File: src/rtl/ebalu_pkg.sv
// types and constants shared by the alu pipeline stages
// no dependencies; compile first

package ebalu_pkg;

   localparam logic [7:0] DAA_LIMIT = 8'h99;
   localparam logic [7:0] DAA_HIGH  = 8'h60;
   localparam logic [7:0] DAA_LOW   = 8'h06;
   localparam logic [3:0] BCD_MAX   = 4'h9;

   typedef enum logic [5:0] {
      FN_ADD8   = 6'd0,
      FN_ADC    = 6'd1,
      FN_SUB    = 6'd2,
      FN_SBC    = 6'd3,
      FN_AND    = 6'd4,
      FN_XOR    = 6'd5,
      FN_OR     = 6'd6,
      FN_CP     = 6'd7,
      FN_INC8   = 6'd8,
      FN_DEC8   = 6'd9,
      FN_INC16  = 6'd10,
      FN_DEC16  = 6'd11,
      FN_ADD16  = 6'd12,
      FN_ADDSP  = 6'd13,
      FN_RLCA   = 6'd14,
      FN_RRCA   = 6'd15,
      FN_RLA    = 6'd16,
      FN_RRA    = 6'd17,
      FN_DAA    = 6'd18,
      FN_CPL    = 6'd19,
      FN_SCF    = 6'd20,
      FN_CCF    = 6'd21,
      FN_RLC    = 6'd22,
      FN_RRC    = 6'd23,
      FN_RL     = 6'd24,
      FN_RR     = 6'd25,
      FN_SLA    = 6'd26,
      FN_SRA    = 6'd27,
      FN_SWAP   = 6'd28,
      FN_SRL    = 6'd29,
      FN_BIT    = 6'd30,
      FN_RES    = 6'd31,
      FN_SET    = 6'd32
   } func_type;

   typedef struct packed {
      logic        zero;
      logic        subtract;
      logic        half_carry;
      logic        carry;
   } flags_type;

   // request as taken from the input channel
   typedef struct packed {
      func_type    func;
      logic [15:0] operand_a;
      logic [15:0] operand_b;
      logic [2:0]  bit_index;
      flags_type   flags;
   } req_type;

   // decoded operands, handed from decode to execute
   typedef struct packed {
      func_type    func;
      logic [15:0] operand_a;
      logic [15:0] operand_b;
      logic [15:0] offset;     // sign-extended low byte of operand_b
      logic        carry_sel;  // carry into adc and sbc
      logic [7:0]  bit_mask;
      logic [7:0]  daa_adj;
      logic        daa_carry;
      flags_type   flags;
   } dec_type;

   // raw result, handed from execute to flag merge
   typedef struct packed {
      logic [15:0] result;
      logic [7:0]  zero_src;   // byte that the zero flag is taken from
      logic        zero_test;  // zero flag comes from zero_src
      flags_type   flags;
   } exe_type;

   typedef struct packed {
      logic [15:0] result;
      flags_type   flags;
   } rsp_type;

endpackage

File: src/rtl/ebalu_if.sv
// request and response channel interfaces of the alu
// depends on nothing; field names match the top level payload

interface ebalu_req_if;
   logic        valid;
   logic        ready;
   logic [5:0]  func;
   logic [15:0] operand_a;
   logic [15:0] operand_b;
   logic [2:0]  bit_index;
   logic        zero_in;
   logic        subtract_in;
   logic        half_carry_in;
   logic        carry_in;

   modport source (
      output valid, func, operand_a, operand_b, bit_index,
             zero_in, subtract_in, half_carry_in, carry_in,
      input  ready
   );
   modport sink (
      input  valid, func, operand_a, operand_b, bit_index,
             zero_in, subtract_in, half_carry_in, carry_in,
      output ready
   );
endinterface

interface ebalu_rsp_if;
   logic        valid;
   logic        ready;
   logic [15:0] result;
   logic        zero_out;
   logic        subtract_out;
   logic        half_carry_out;
   logic        carry_out;

   modport source (
      output valid, result, zero_out, subtract_out, half_carry_out, carry_out,
      input  ready
   );
   modport sink (
      input  valid, result, zero_out, subtract_out, half_carry_out, carry_out,
      output ready
   );
endinterface

File: src/rtl/ebalu_decode.sv
// first pipeline stage: operand preparation, bit mask and daa correction
// depends on ebalu_pkg

module ebalu_decode (
   input  logic              clock,
   input  logic              reset,
   input  logic              in_valid,
   output logic              in_ready,
   input  ebalu_pkg::req_type in_data,
   output logic              out_valid,
   input  logic              out_ready,
   output ebalu_pkg::dec_type out_data
);

   logic               valid_ff;
   ebalu_pkg::dec_type data_ff;
   ebalu_pkg::dec_type data_in;
   logic [7:0]         a8;
   logic               low_adj;
   logic               high_adj;

   assign a8 = in_data.operand_a[7:0];

   // daa correction from the incoming n, h, c flags
   assign low_adj  = in_data.flags.half_carry ||
                     (!in_data.flags.subtract && (a8[3:0] > ebalu_pkg::BCD_MAX));
   assign high_adj = in_data.flags.carry ||
                     (!in_data.flags.subtract && (a8 > ebalu_pkg::DAA_LIMIT));

   always_comb begin
      data_in.func      = in_data.func;
      data_in.operand_a = in_data.operand_a;
      data_in.operand_b = in_data.operand_b;
      data_in.offset    = {{8{in_data.operand_b[7]}}, in_data.operand_b[7:0]};
      data_in.carry_sel = ((in_data.func == ebalu_pkg::FN_ADC) ||
                           (in_data.func == ebalu_pkg::FN_SBC)) && in_data.flags.carry;
      data_in.bit_mask  = 8'h01 << in_data.bit_index;
      data_in.daa_adj   = (low_adj ? ebalu_pkg::DAA_LOW : 8'h00) |
                          (high_adj ? ebalu_pkg::DAA_HIGH : 8'h00);
      data_in.daa_carry = high_adj;
      data_in.flags     = in_data.flags;
   end

   assign in_ready = !valid_ff || out_ready;

   always_ff @(posedge clock) begin
      if (reset) begin
         valid_ff <= 1'b0;
      end else if (in_ready) begin
         valid_ff <= in_valid;
      end
   end

   always_ff @(posedge clock) begin
      if (in_ready && in_valid) begin
         data_ff <= data_in;
      end
   end

   assign out_valid = valid_ff;
   assign out_data  = data_ff;

endmodule

File: src/rtl/ebalu_exec.sv
// second pipeline stage: adders, logic ops, rotates and shifts
// depends on ebalu_pkg

module ebalu_exec (
   input  logic              clock,
   input  logic              reset,
   input  logic              in_valid,
   output logic              in_ready,
   input  ebalu_pkg::dec_type in_data,
   output logic              out_valid,
   input  logic              out_ready,
   output ebalu_pkg::exe_type out_data
);

   logic               valid_ff;
   ebalu_pkg::exe_type data_ff;
   ebalu_pkg::exe_type data_in;
   logic [7:0]         a;
   logic [7:0]         b;
   logic [8:0]         sum8;
   logic [4:0]         sum4;
   logic [8:0]         diff8;
   logic [4:0]         diff4;
   logic [16:0]        sum16;
   logic [12:0]        sum12;
   logic               cin;
   logic               cf;

   assign a   = in_data.operand_a[7:0];
   assign b   = in_data.operand_b[7:0];
   assign cin = in_data.carry_sel;
   assign cf  = in_data.flags.carry;

   assign sum8  = {1'b0, a} + {1'b0, b} + {8'b0, cin};
   assign sum4  = {1'b0, a[3:0]} + {1'b0, b[3:0]} + {4'b0, cin};
   assign diff8 = {1'b0, a} - {1'b0, b} - {8'b0, cin};
   assign diff4 = {1'b0, a[3:0]} - {1'b0, b[3:0]} - {4'b0, cin};
   assign sum16 = {1'b0, in_data.operand_a} + {1'b0, in_data.operand_b};
   assign sum12 = {1'b0, in_data.operand_a[11:0]} + {1'b0, in_data.operand_b[11:0]};

   always_comb begin
      data_in.result    = in_data.operand_a;
      data_in.zero_src  = 8'h00;
      data_in.zero_test = 1'b0;
      data_in.flags     = in_data.flags;
      unique case (in_data.func)
         ebalu_pkg::FN_ADD8, ebalu_pkg::FN_ADC: begin
            data_in.result    = {8'h00, sum8[7:0]};
            data_in.zero_src  = sum8[7:0];
            data_in.zero_test = 1'b1;
            data_in.flags     = '{1'b0, 1'b0, sum4[4], sum8[8]};
         end
         ebalu_pkg::FN_SUB, ebalu_pkg::FN_SBC, ebalu_pkg::FN_CP: begin
            // cp keeps the accumulator but flags come from the difference
            if (in_data.func != ebalu_pkg::FN_CP) begin
               data_in.result = {8'h00, diff8[7:0]};
            end
            data_in.zero_src  = diff8[7:0];
            data_in.zero_test = 1'b1;
            data_in.flags     = '{1'b0, 1'b1, diff4[4], diff8[8]};
         end
         ebalu_pkg::FN_AND: begin
            data_in.result    = {8'h00, a & b};
            data_in.zero_src  = a & b;
            data_in.zero_test = 1'b1;
            data_in.flags     = '{1'b0, 1'b0, 1'b1, 1'b0};
         end
         ebalu_pkg::FN_XOR: begin
            data_in.result    = {8'h00, a ^ b};
            data_in.zero_src  = a ^ b;
            data_in.zero_test = 1'b1;
            data_in.flags     = '{1'b0, 1'b0, 1'b0, 1'b0};
         end
         ebalu_pkg::FN_OR: begin
            data_in.result    = {8'h00, a | b};
            data_in.zero_src  = a | b;
            data_in.zero_test = 1'b1;
            data_in.flags     = '{1'b0, 1'b0, 1'b0, 1'b0};
         end
         ebalu_pkg::FN_INC8: begin
            data_in.result    = {8'h00, a + 8'd1};
            data_in.zero_src  = a + 8'd1;
            data_in.zero_test = 1'b1;
            data_in.flags.subtract   = 1'b0;
            data_in.flags.half_carry = (a[3:0] == 4'hF);
         end
         ebalu_pkg::FN_DEC8: begin
            data_in.result    = {8'h00, a - 8'd1};
            data_in.zero_src  = a - 8'd1;
            data_in.zero_test = 1'b1;
            data_in.flags.subtract   = 1'b1;
            data_in.flags.half_carry = (a[3:0] == 4'h0);
         end
         ebalu_pkg::FN_INC16: begin
            data_in.result = in_data.operand_a + 16'd1;
         end
         ebalu_pkg::FN_DEC16: begin
            data_in.result = in_data.operand_a - 16'd1;
         end
         ebalu_pkg::FN_ADD16: begin
            data_in.result           = sum16[15:0];
            data_in.flags.subtract   = 1'b0;
            data_in.flags.half_carry = sum12[12];
            data_in.flags.carry      = sum16[16];
         end
         ebalu_pkg::FN_ADDSP: begin
            // flags from the unsigned low-byte sum
            data_in.result = in_data.operand_a + in_data.offset;
            data_in.flags  = '{1'b0, 1'b0, sum4[4], sum8[8]};
         end
         ebalu_pkg::FN_RLCA: begin
            data_in.result = {8'h00, a[6:0], a[7]};
            data_in.flags  = '{1'b0, 1'b0, 1'b0, a[7]};
         end
         ebalu_pkg::FN_RRCA: begin
            data_in.result = {8'h00, a[0], a[7:1]};
            data_in.flags  = '{1'b0, 1'b0, 1'b0, a[0]};
         end
         ebalu_pkg::FN_RLA: begin
            data_in.result = {8'h00, a[6:0], cf};
            data_in.flags  = '{1'b0, 1'b0, 1'b0, a[7]};
         end
         ebalu_pkg::FN_RRA: begin
            data_in.result = {8'h00, cf, a[7:1]};
            data_in.flags  = '{1'b0, 1'b0, 1'b0, a[0]};
         end
         ebalu_pkg::FN_DAA: begin
            if (in_data.flags.subtract) begin
               data_in.zero_src = a - in_data.daa_adj;
            end else begin
               data_in.zero_src = a + in_data.daa_adj;
            end
            data_in.result           = {8'h00, data_in.zero_src};
            data_in.zero_test        = 1'b1;
            data_in.flags.half_carry = 1'b0;
            data_in.flags.carry      = in_data.daa_carry;
         end
         ebalu_pkg::FN_CPL: begin
            data_in.result           = {8'h00, ~a};
            data_in.flags.subtract   = 1'b1;
            data_in.flags.half_carry = 1'b1;
         end
         ebalu_pkg::FN_SCF: begin
            data_in.flags.subtract   = 1'b0;
            data_in.flags.half_carry = 1'b0;
            data_in.flags.carry      = 1'b1;
         end
         ebalu_pkg::FN_CCF: begin
            data_in.flags.subtract   = 1'b0;
            data_in.flags.half_carry = 1'b0;
            data_in.flags.carry      = !cf;
         end
         ebalu_pkg::FN_RLC: begin
            data_in.zero_src = {a[6:0], a[7]};
            data_in.flags    = '{1'b0, 1'b0, 1'b0, a[7]};
         end
         ebalu_pkg::FN_RRC: begin
            data_in.zero_src = {a[0], a[7:1]};
            data_in.flags    = '{1'b0, 1'b0, 1'b0, a[0]};
         end
         ebalu_pkg::FN_RL: begin
            data_in.zero_src = {a[6:0], cf};
            data_in.flags    = '{1'b0, 1'b0, 1'b0, a[7]};
         end
         ebalu_pkg::FN_RR: begin
            data_in.zero_src = {cf, a[7:1]};
            data_in.flags    = '{1'b0, 1'b0, 1'b0, a[0]};
         end
         ebalu_pkg::FN_SLA: begin
            data_in.zero_src = {a[6:0], 1'b0};
            data_in.flags    = '{1'b0, 1'b0, 1'b0, a[7]};
         end
         ebalu_pkg::FN_SRA: begin
            data_in.zero_src = {a[7], a[7:1]};
            data_in.flags    = '{1'b0, 1'b0, 1'b0, a[0]};
         end
         ebalu_pkg::FN_SWAP: begin
            data_in.zero_src = {a[3:0], a[7:4]};
            data_in.flags    = '{1'b0, 1'b0, 1'b0, 1'b0};
         end
         ebalu_pkg::FN_SRL: begin
            data_in.zero_src = {1'b0, a[7:1]};
            data_in.flags    = '{1'b0, 1'b0, 1'b0, a[0]};
         end
         ebalu_pkg::FN_BIT: begin
            data_in.flags.zero       = ((a & in_data.bit_mask) == 8'h00);
            data_in.flags.subtract   = 1'b0;
            data_in.flags.half_carry = 1'b1;
         end
         ebalu_pkg::FN_RES: begin
            data_in.result = {8'h00, a & ~in_data.bit_mask};
         end
         ebalu_pkg::FN_SET: begin
            data_in.result = {8'h00, a | in_data.bit_mask};
         end
         default: begin
            data_in.result = in_data.operand_a;
         end
      endcase
      // cb rotates and shifts share one result path
      if ((in_data.func == ebalu_pkg::FN_RLC) || (in_data.func == ebalu_pkg::FN_RRC) ||
          (in_data.func == ebalu_pkg::FN_RL) || (in_data.func == ebalu_pkg::FN_RR) ||
          (in_data.func == ebalu_pkg::FN_SLA) || (in_data.func == ebalu_pkg::FN_SRA) ||
          (in_data.func == ebalu_pkg::FN_SWAP) || (in_data.func == ebalu_pkg::FN_SRL)) begin
         data_in.result    = {8'h00, data_in.zero_src};
         data_in.zero_test = 1'b1;
      end
   end

   assign in_ready = !valid_ff || out_ready;

   always_ff @(posedge clock) begin
      if (reset) begin
         valid_ff <= 1'b0;
      end else if (in_ready) begin
         valid_ff <= in_valid;
      end
   end

   always_ff @(posedge clock) begin
      if (in_ready && in_valid) begin
         data_ff <= data_in;
      end
   end

   assign out_valid = valid_ff;
   assign out_data  = data_ff;

endmodule

File: src/rtl/ebalu_flags.sv
// third pipeline stage: zero detect, flag merge and output register
// depends on ebalu_pkg

module ebalu_flags (
   input  logic              clock,
   input  logic              reset,
   input  logic              in_valid,
   output logic              in_ready,
   input  ebalu_pkg::exe_type in_data,
   output logic              out_valid,
   input  logic              out_ready,
   output ebalu_pkg::rsp_type out_data
);

   logic               valid_ff;
   ebalu_pkg::rsp_type data_ff;
   ebalu_pkg::rsp_type data_in;

   always_comb begin
      data_in.result = in_data.result;
      data_in.flags  = in_data.flags;
      if (in_data.zero_test) begin
         data_in.flags.zero = (in_data.zero_src == 8'h00);
      end
   end

   assign in_ready = !valid_ff || out_ready;

   always_ff @(posedge clock) begin
      if (reset) begin
         valid_ff <= 1'b0;
      end else if (in_ready) begin
         valid_ff <= in_valid;
      end
   end

   always_ff @(posedge clock) begin
      if (in_ready && in_valid) begin
         data_ff <= data_in;
      end
   end

   assign out_valid = valid_ff;
   assign out_data  = data_ff;

endmodule

File: src/rtl/eight_bit_cpu_alu_with_flags.sv
// arithmetic and flag unit of an 8-bit handheld-console cpu, three-stage pipeline.
// one transfer is taken on req_chan in every clock while the pipe is not
// stalled, and its result and the four new flags (zero, subtract, half-carry,
// carry) leave on rsp_chan after the three register stages (decode, execute,
// flag merge / output register). a stage holds its item while the one after it
// is full and stalled, so back pressure on rsp_chan stops the pipe without
// losing or repeating a transfer. 8-bit results come back zero-extended, cp and
// bit return operand_a, and unknown operation codes return operand_a with flags
// unchanged. depends on ebalu_pkg, ebalu_if and the three stage modules

module eight_bit_cpu_alu_with_flags (
   input  logic        clock,
   input  logic        reset,
   ebalu_req_if.sink   req_chan,
   ebalu_rsp_if.source rsp_chan
);

   // request packed into the pipeline payload
   ebalu_pkg::req_type req_data;

   // stage boundaries
   logic               dec_valid;
   logic               dec_ready;
   ebalu_pkg::dec_type dec_data;
   logic               exe_valid;
   logic               exe_ready;
   ebalu_pkg::exe_type exe_data;
   ebalu_pkg::rsp_type rsp_data;

   always_comb begin
      req_data.func             = ebalu_pkg::func_type'(req_chan.func);
      req_data.operand_a        = req_chan.operand_a;
      req_data.operand_b        = req_chan.operand_b;
      req_data.bit_index        = req_chan.bit_index;
      req_data.flags.zero       = req_chan.zero_in;
      req_data.flags.subtract   = req_chan.subtract_in;
      req_data.flags.half_carry = req_chan.half_carry_in;
      req_data.flags.carry      = req_chan.carry_in;
   end

   // stage 1: carry select, sign extension, bit mask, daa correction
   ebalu_decode u_decode (
      .clock     (clock),
      .reset     (reset),
      .in_valid  (req_chan.valid),
      .in_ready  (req_chan.ready),
      .in_data   (req_data),
      .out_valid (dec_valid),
      .out_ready (dec_ready),
      .out_data  (dec_data)
   );

   // stage 2: adders, logic ops, rotates and shifts
   ebalu_exec u_exec (
      .clock     (clock),
      .reset     (reset),
      .in_valid  (dec_valid),
      .in_ready  (dec_ready),
      .in_data   (dec_data),
      .out_valid (exe_valid),
      .out_ready (exe_ready),
      .out_data  (exe_data)
   );

   // stage 3: zero detect and output register
   ebalu_flags u_flags (
      .clock     (clock),
      .reset     (reset),
      .in_valid  (exe_valid),
      .in_ready  (exe_ready),
      .in_data   (exe_data),
      .out_valid (rsp_chan.valid),
      .out_ready (rsp_chan.ready),
      .out_data  (rsp_data)
   );

   assign rsp_chan.result         = rsp_data.result;
   assign rsp_chan.zero_out       = rsp_data.flags.zero;
   assign rsp_chan.subtract_out   = rsp_data.flags.subtract;
   assign rsp_chan.half_carry_out = rsp_data.flags.half_carry;
   assign rsp_chan.carry_out      = rsp_data.flags.carry;

   // an accepted request always lands in the decode stage
   assert property (@(posedge clock) disable iff (reset)
      req_chan.valid && req_chan.ready |=> dec_valid)
      else $error("accepted request missing from decode stage");

   // a full pipe with a stalled output refuses new requests
   assert property (@(posedge clock) disable iff (reset)
      rsp_chan.valid && !rsp_chan.ready && exe_valid && dec_valid |-> !req_chan.ready)
      else $error("request taken while pipeline is full and stalled");

   // nothing leaves in the cycle after reset
   assert property (@(posedge clock)
      reset |=> !rsp_chan.valid)
      else $error("response valid right after reset");

endmodule
File: src/flat_wrapper.sv
// flat-port wrapper written by rule: the top's interface ports become plain ports
module eight_bit_cpu_alu_with_flags_flat 
  (clock, reset, req_chan_valid, req_chan_func, req_chan_operand_a, req_chan_operand_b, req_chan_bit_index, req_chan_zero_in, req_chan_subtract_in, req_chan_half_carry_in, req_chan_carry_in, req_chan_ready, rsp_chan_valid, rsp_chan_result, rsp_chan_zero_out, rsp_chan_subtract_out, rsp_chan_half_carry_out, rsp_chan_carry_out, rsp_chan_ready);
  ebalu_req_if req_chan_i ();
  ebalu_rsp_if rsp_chan_i ();
  input  logic clock;
  input  logic reset;
  input wire logic [$bits(req_chan_i.valid)-1:0] req_chan_valid;
  input wire logic [$bits(req_chan_i.func)-1:0] req_chan_func;
  input wire logic [$bits(req_chan_i.operand_a)-1:0] req_chan_operand_a;
  input wire logic [$bits(req_chan_i.operand_b)-1:0] req_chan_operand_b;
  input wire logic [$bits(req_chan_i.bit_index)-1:0] req_chan_bit_index;
  input wire logic [$bits(req_chan_i.zero_in)-1:0] req_chan_zero_in;
  input wire logic [$bits(req_chan_i.subtract_in)-1:0] req_chan_subtract_in;
  input wire logic [$bits(req_chan_i.half_carry_in)-1:0] req_chan_half_carry_in;
  input wire logic [$bits(req_chan_i.carry_in)-1:0] req_chan_carry_in;
  output wire logic [$bits(req_chan_i.ready)-1:0] req_chan_ready;
  output wire logic [$bits(rsp_chan_i.valid)-1:0] rsp_chan_valid;
  output wire logic [$bits(rsp_chan_i.result)-1:0] rsp_chan_result;
  output wire logic [$bits(rsp_chan_i.zero_out)-1:0] rsp_chan_zero_out;
  output wire logic [$bits(rsp_chan_i.subtract_out)-1:0] rsp_chan_subtract_out;
  output wire logic [$bits(rsp_chan_i.half_carry_out)-1:0] rsp_chan_half_carry_out;
  output wire logic [$bits(rsp_chan_i.carry_out)-1:0] rsp_chan_carry_out;
  input wire logic [$bits(rsp_chan_i.ready)-1:0] rsp_chan_ready;
  assign req_chan_i.valid = req_chan_valid;
  assign req_chan_i.func = req_chan_func;
  assign req_chan_i.operand_a = req_chan_operand_a;
  assign req_chan_i.operand_b = req_chan_operand_b;
  assign req_chan_i.bit_index = req_chan_bit_index;
  assign req_chan_i.zero_in = req_chan_zero_in;
  assign req_chan_i.subtract_in = req_chan_subtract_in;
  assign req_chan_i.half_carry_in = req_chan_half_carry_in;
  assign req_chan_i.carry_in = req_chan_carry_in;
  assign req_chan_ready = req_chan_i.ready;
  assign rsp_chan_valid = rsp_chan_i.valid;
  assign rsp_chan_result = rsp_chan_i.result;
  assign rsp_chan_zero_out = rsp_chan_i.zero_out;
  assign rsp_chan_subtract_out = rsp_chan_i.subtract_out;
  assign rsp_chan_half_carry_out = rsp_chan_i.half_carry_out;
  assign rsp_chan_carry_out = rsp_chan_i.carry_out;
  assign rsp_chan_i.ready = rsp_chan_ready;
  eight_bit_cpu_alu_with_flags u_core (.clock(clock), .reset(reset), .req_chan(req_chan_i), .rsp_chan(rsp_chan_i));
endmodule
File: config.mk
export PLATFORM = sky130hd
export DESIGN_NAME = eight_bit_cpu_alu_with_flags_flat
export DESIGN_NICKNAME = d
export VERILOG_FILES = /design/src/rtl/ebalu_pkg.sv /design/src/rtl/ebalu_if.sv /design/src/rtl/ebalu_decode.sv /design/src/rtl/ebalu_exec.sv /design/src/rtl/ebalu_flags.sv /design/src/rtl/eight_bit_cpu_alu_with_flags.sv /design/src/flat_wrapper.sv
export SDC_FILE = /design/constraint.sdc
export NUM_CORES = 1
export LEC_CHECK = 0
export BUFFER_PORTS_ARGS = -buffer_cell sky130_fd_sc_hd__buf_2
export CAP_MARGIN = 20
export CELL_PAD_IN_SITES_DETAIL_PLACEMENT = 0
export CELL_PAD_IN_SITES_GLOBAL_PLACEMENT = 2
export CORE_UTILIZATION = 42
export CTS_CLUSTER_SIZE = 25
export DETAILED_ROUTE_END_ITERATION = 16
export PLACE_DENSITY = 0.95
export SLEW_MARGIN = 20
export SYNTH_ARGS = -nofsm -noshare
export SYNTH_HDL_FRONTEND = slang
export SYNTH_SLANG_ARGS = --single-unit
export TNS_END_PERCENT = 10
File: constraint.sdc
create_clock -name clock -period 10.1 [get_ports clock]
set_clock_uncertainty 0.15 [all_clocks]
set_input_delay 1.01 -clock clock [delete_from_list [all_inputs] [get_ports clock]]
set_output_delay 1.01 -clock clock [all_outputs]
set_load 0.1 [all_outputs]
==> metrics.md <==
| Metric | Value |
|---|---|
| Outcome | `complete, no violations` |
| Met2 Routed Length | `10800 um` |
| Post-DP HPWL | `18600 um` |
| #FFs+latches synth | `105` |
| Setup-failing EPs final | `0` |
| Total CTS buffers | `9` |
| Seq/Total Area, Yosys | `37.2%` |
| PwrDens | `140 mW/mm^2` |
| Worst path max stage delay | `0.88 ns` |
| Port bufs | `70` |
| Unrepaired setup endpoints after global routing | `no` |
| GPL Wtd Cong | `0.902` |
| CTS Root Buffer Type | `clkbuf_16` |
| Mapped Avg Cell Area | `9.47 sq um` |
| Gr usage total | `25.0%` |
| Worst path slowest cell | `edfxtp_1` |
| Nets | `1049` |
| CP Buf/Inv Count | `0` |
| Layout cells sized above 1 | `14.1%` |
| Clock-pin transition on the worst setup and hold timing paths | `0.08 ns` |
| Drt drc | `0` |
| Synth top area cells | `edfxtp_1, ha_1, a21oi_1` |
| Final setup margin | `5.39 ns` |
| Pre-antenna DRT Iters | `5` |
| Die width | `143 um` |
| CTS resizes | `0` |
| Number of I/O pins | `71` |
| Gate Count Post-Synth | `887` |
| Startpoint types | `flip-flop` |
| Worst EP arrival | `4.66 ns` |
| Final total power | `1.29 mW` |
| Post-CTS Setup Bufs | `0` |
| EDFF count, synth | `102` |
| Vias in the first global route | `6621` |
| Number of synthesis warnings | `0` |
| Clock Path Buffers | `2` |
| Detail Route Antenna Nets | `0` |
| Worst Path Max Fanout | `27` |
| Minimum clock period after layout | `4.71 ns` |
| Multi-input logic area | `0.00490 sq mm` |
| Post-Synth XOR/XNOR Area | `3.13%` |
| Top cell type's share of synthesized area | `36.5%` |
| Largest net degree at the start of global routing | `54` |
| H-tree depth | `3` |
| Synthesis-to-finish area growth | `10.1%` |
| Hold Buf Count CTS | `0` |
| Crit path cell chain | `nand4bb_1 > nor2_1 > nand2_1 > ha_1 > fa_1 > a211oi_1 > o21bai_1 > a31oi_1 > o21ai_0 > o211a_1 > a311oi_1 > o21ai_1` |
| Slew margin rel. | `35.6%` |
| Met1 Routed Length | `11300 um` |
| Core area | `0.0195 sq mm` |
| Main combinational cell family by area after synthesis | `compound AO/OA/AOI/OAI gates` |
| Net Count, Synth | `1007` |
| Multiplexer share of the synthesized area | `1.82%` |
| Final hold vios | `0` |
| Routed wire length per instance | `20.8 um` |
| Hold WC Path Type | `reg -> reg` |
| Slew Limit Fails | `0` |
| Post-synth ARST share | `0%` |
| Utilization after layout | `47.3%` |
| Synthesized area | `0.00840 sq mm` |
| DIE HEIGHT | `143 um` |
| Pre-CTS setup slack | `5.47 ns` |
| Yosys top cell by area | `edfxtp_1` |
| TritonCTS clock tree | `done` |
| Compound-Gate Fraction of Synth Area | `24.6%` |
| CP required | `10.06 ns` |
| Initial Util | `43.0%` |
| Register area | `0.00312 sq mm` |
| Worst Max-Slew Pin Slew | `0.959 ns` |
| Clock sinks | `105` |
| Setup TNS | `0 ns` |
| Top Family by Delay on Critical Path | `compound AO/OA/AOI/OAI gates` |
| Post-Synth Adder-Cell Area | `11.1%` |
| Via density | `6.07` |
| CP endpoint kind | `flip-flop` |
| Final wirelength | `24900 um` |
| Top sig layer | `met4` |
| Cell with the most instances after synthesis | `edfxtp_1` |
| Synth Area in Simple Gates | `17.4%` |
| Initial antenna violation count | `0` |
| Unique cell type count in the Yosys netlist | `91` |
| Vias | `7281` |
| Max Clock Freq | `0.212 GHz` |
| Cell row count | `51` |
| Total gr overflow | `0` |
| Fillers | `1920` |
| LEAKAGE | `3.68 nW` |
| Skew-Pair Late Insertion Delay | `0.36 ns` |
| Tcrit/Tclk final | `46.6%` |
| Commonest cells in the netlist | `edfxtp_1, nand2_1, ha_1` |
| Max cap viols | `0` |
| Peak supply drop | `0.0000830 V` |
| Met3 routed WL | `2010 um` |
| Worst setup path class | `reg -> reg` |
| Global-route wire length before repair | `38100 um` |
| DR iter-0 viols | `665` |
| Most used DFF post-synth | `edfxtp_1` |
| Die area | `0.0206 sq mm` |
-- layout by cell type, fill, tap and decap left out, types with 13 or more instances in the layout --
| cell | count |
|---|---|
| a211oi_1 | 15 |
| buf_2 | 70 |
| xor2_1 | 15 |
| nor2_1 | 58 |
| xnor2_1 | 15 |
| o21ai_0 | 48 |
| mux2i_1 | 13 |
| nand3_1 | 23 |
| o22ai_1 | 15 |
| a21oi_1 | 56 |
| nor3_1 | 21 |
| nor2b_1 | 13 |
| a21o_1 | 27 |
| ha_1 | 65 |
| edfxtp_1 | 102 |
| nand2_1 | 67 |
| inv_1 | 45 |
-- state kept, by name, indices dropped and copies added (netlist names) --
name,count
u_core.u_decode.out_data,53
u_core.u_exec.out_data,29
u_core.u_flags.out_data,20
u_core.u_decode.out_valid,1
u_core.u_exec.out_valid,1
u_core.u_flags.out_valid,1
-- path summary, 6_finish.rpt --
check	start	slack, ns	depth (start not counted)	end
worst min-delay path	u_core.u_exec.out_data[2]	0.27	0	u_core.u_flags.out_data[2]
worst min register to register	u_core.u_exec.out_data[2]	0.27	0	u_core.u_flags.out_data[2]
worst max register to register	u_core.u_decode.out_data[72]	5.39	12	u_core.u_exec.out_data[27]
worst max-delay path	u_core.u_decode.out_data[72]	5.39	12	u_core.u_exec.out_data[27]
-- through the flow --
stage	hold WS, ns	std cells	area [sq um]
detailed placement	0.255	1183	8960
floorplan	0.250	887	8400
global placement	0.251	1183	8960
finish	0.269	1200	9250
CTS	0.271	1199	9240
global route	0.279	1199	9240
-- metal layers --
layer,track usage [%],vias up
li1,-,3478
met2,36.8,291
met3,4.90,48
met1,35.5,3464
met5,0,-
met4,10.5,0
-- kinds of logic (layout without fill, tap and decap cells) --
family                   count (synthesis)  after routing
AO/OA/AOI/OAI                          299            299
XOR/XNOR                                30             30
adder cells (fa/ha/maj)                 71             71
buffers and inverters                   96            143
flip-flops                             105            105
multiplexers                            15             15
other                                    0              1
AND/OR/NAND/NOR                        271            271
-- cell type report --
type / instances / area share [%]
antenna: 1 / 0.0271
clock inverter: 6 / 0.555
timing repair buffer: 81 / 4.68
sequential: 105 / 33.8
tap: 265 / 3.59
multi-input combinational: 686 / 53.0
inverter: 46 / 1.87
clock buffer: 10 / 2.48
-- report_power, final --
| group | internal (mW) | leakage (nW) | switching (mW) | total [mW] |
|---|---|---|---|---|
| registers | 0.517 | 0.995 | 0.0326 | 0.550 |
| clock network | 0.171 | 0.133 | 0.167 | 0.339 |
| logic | 0.148 | 2.55 | 0.258 | 0.406 |
| total | 0.837 | 3.68 | 0.458 | 1.29 |
Note: power is estimated with default switching activity, not from simulation.
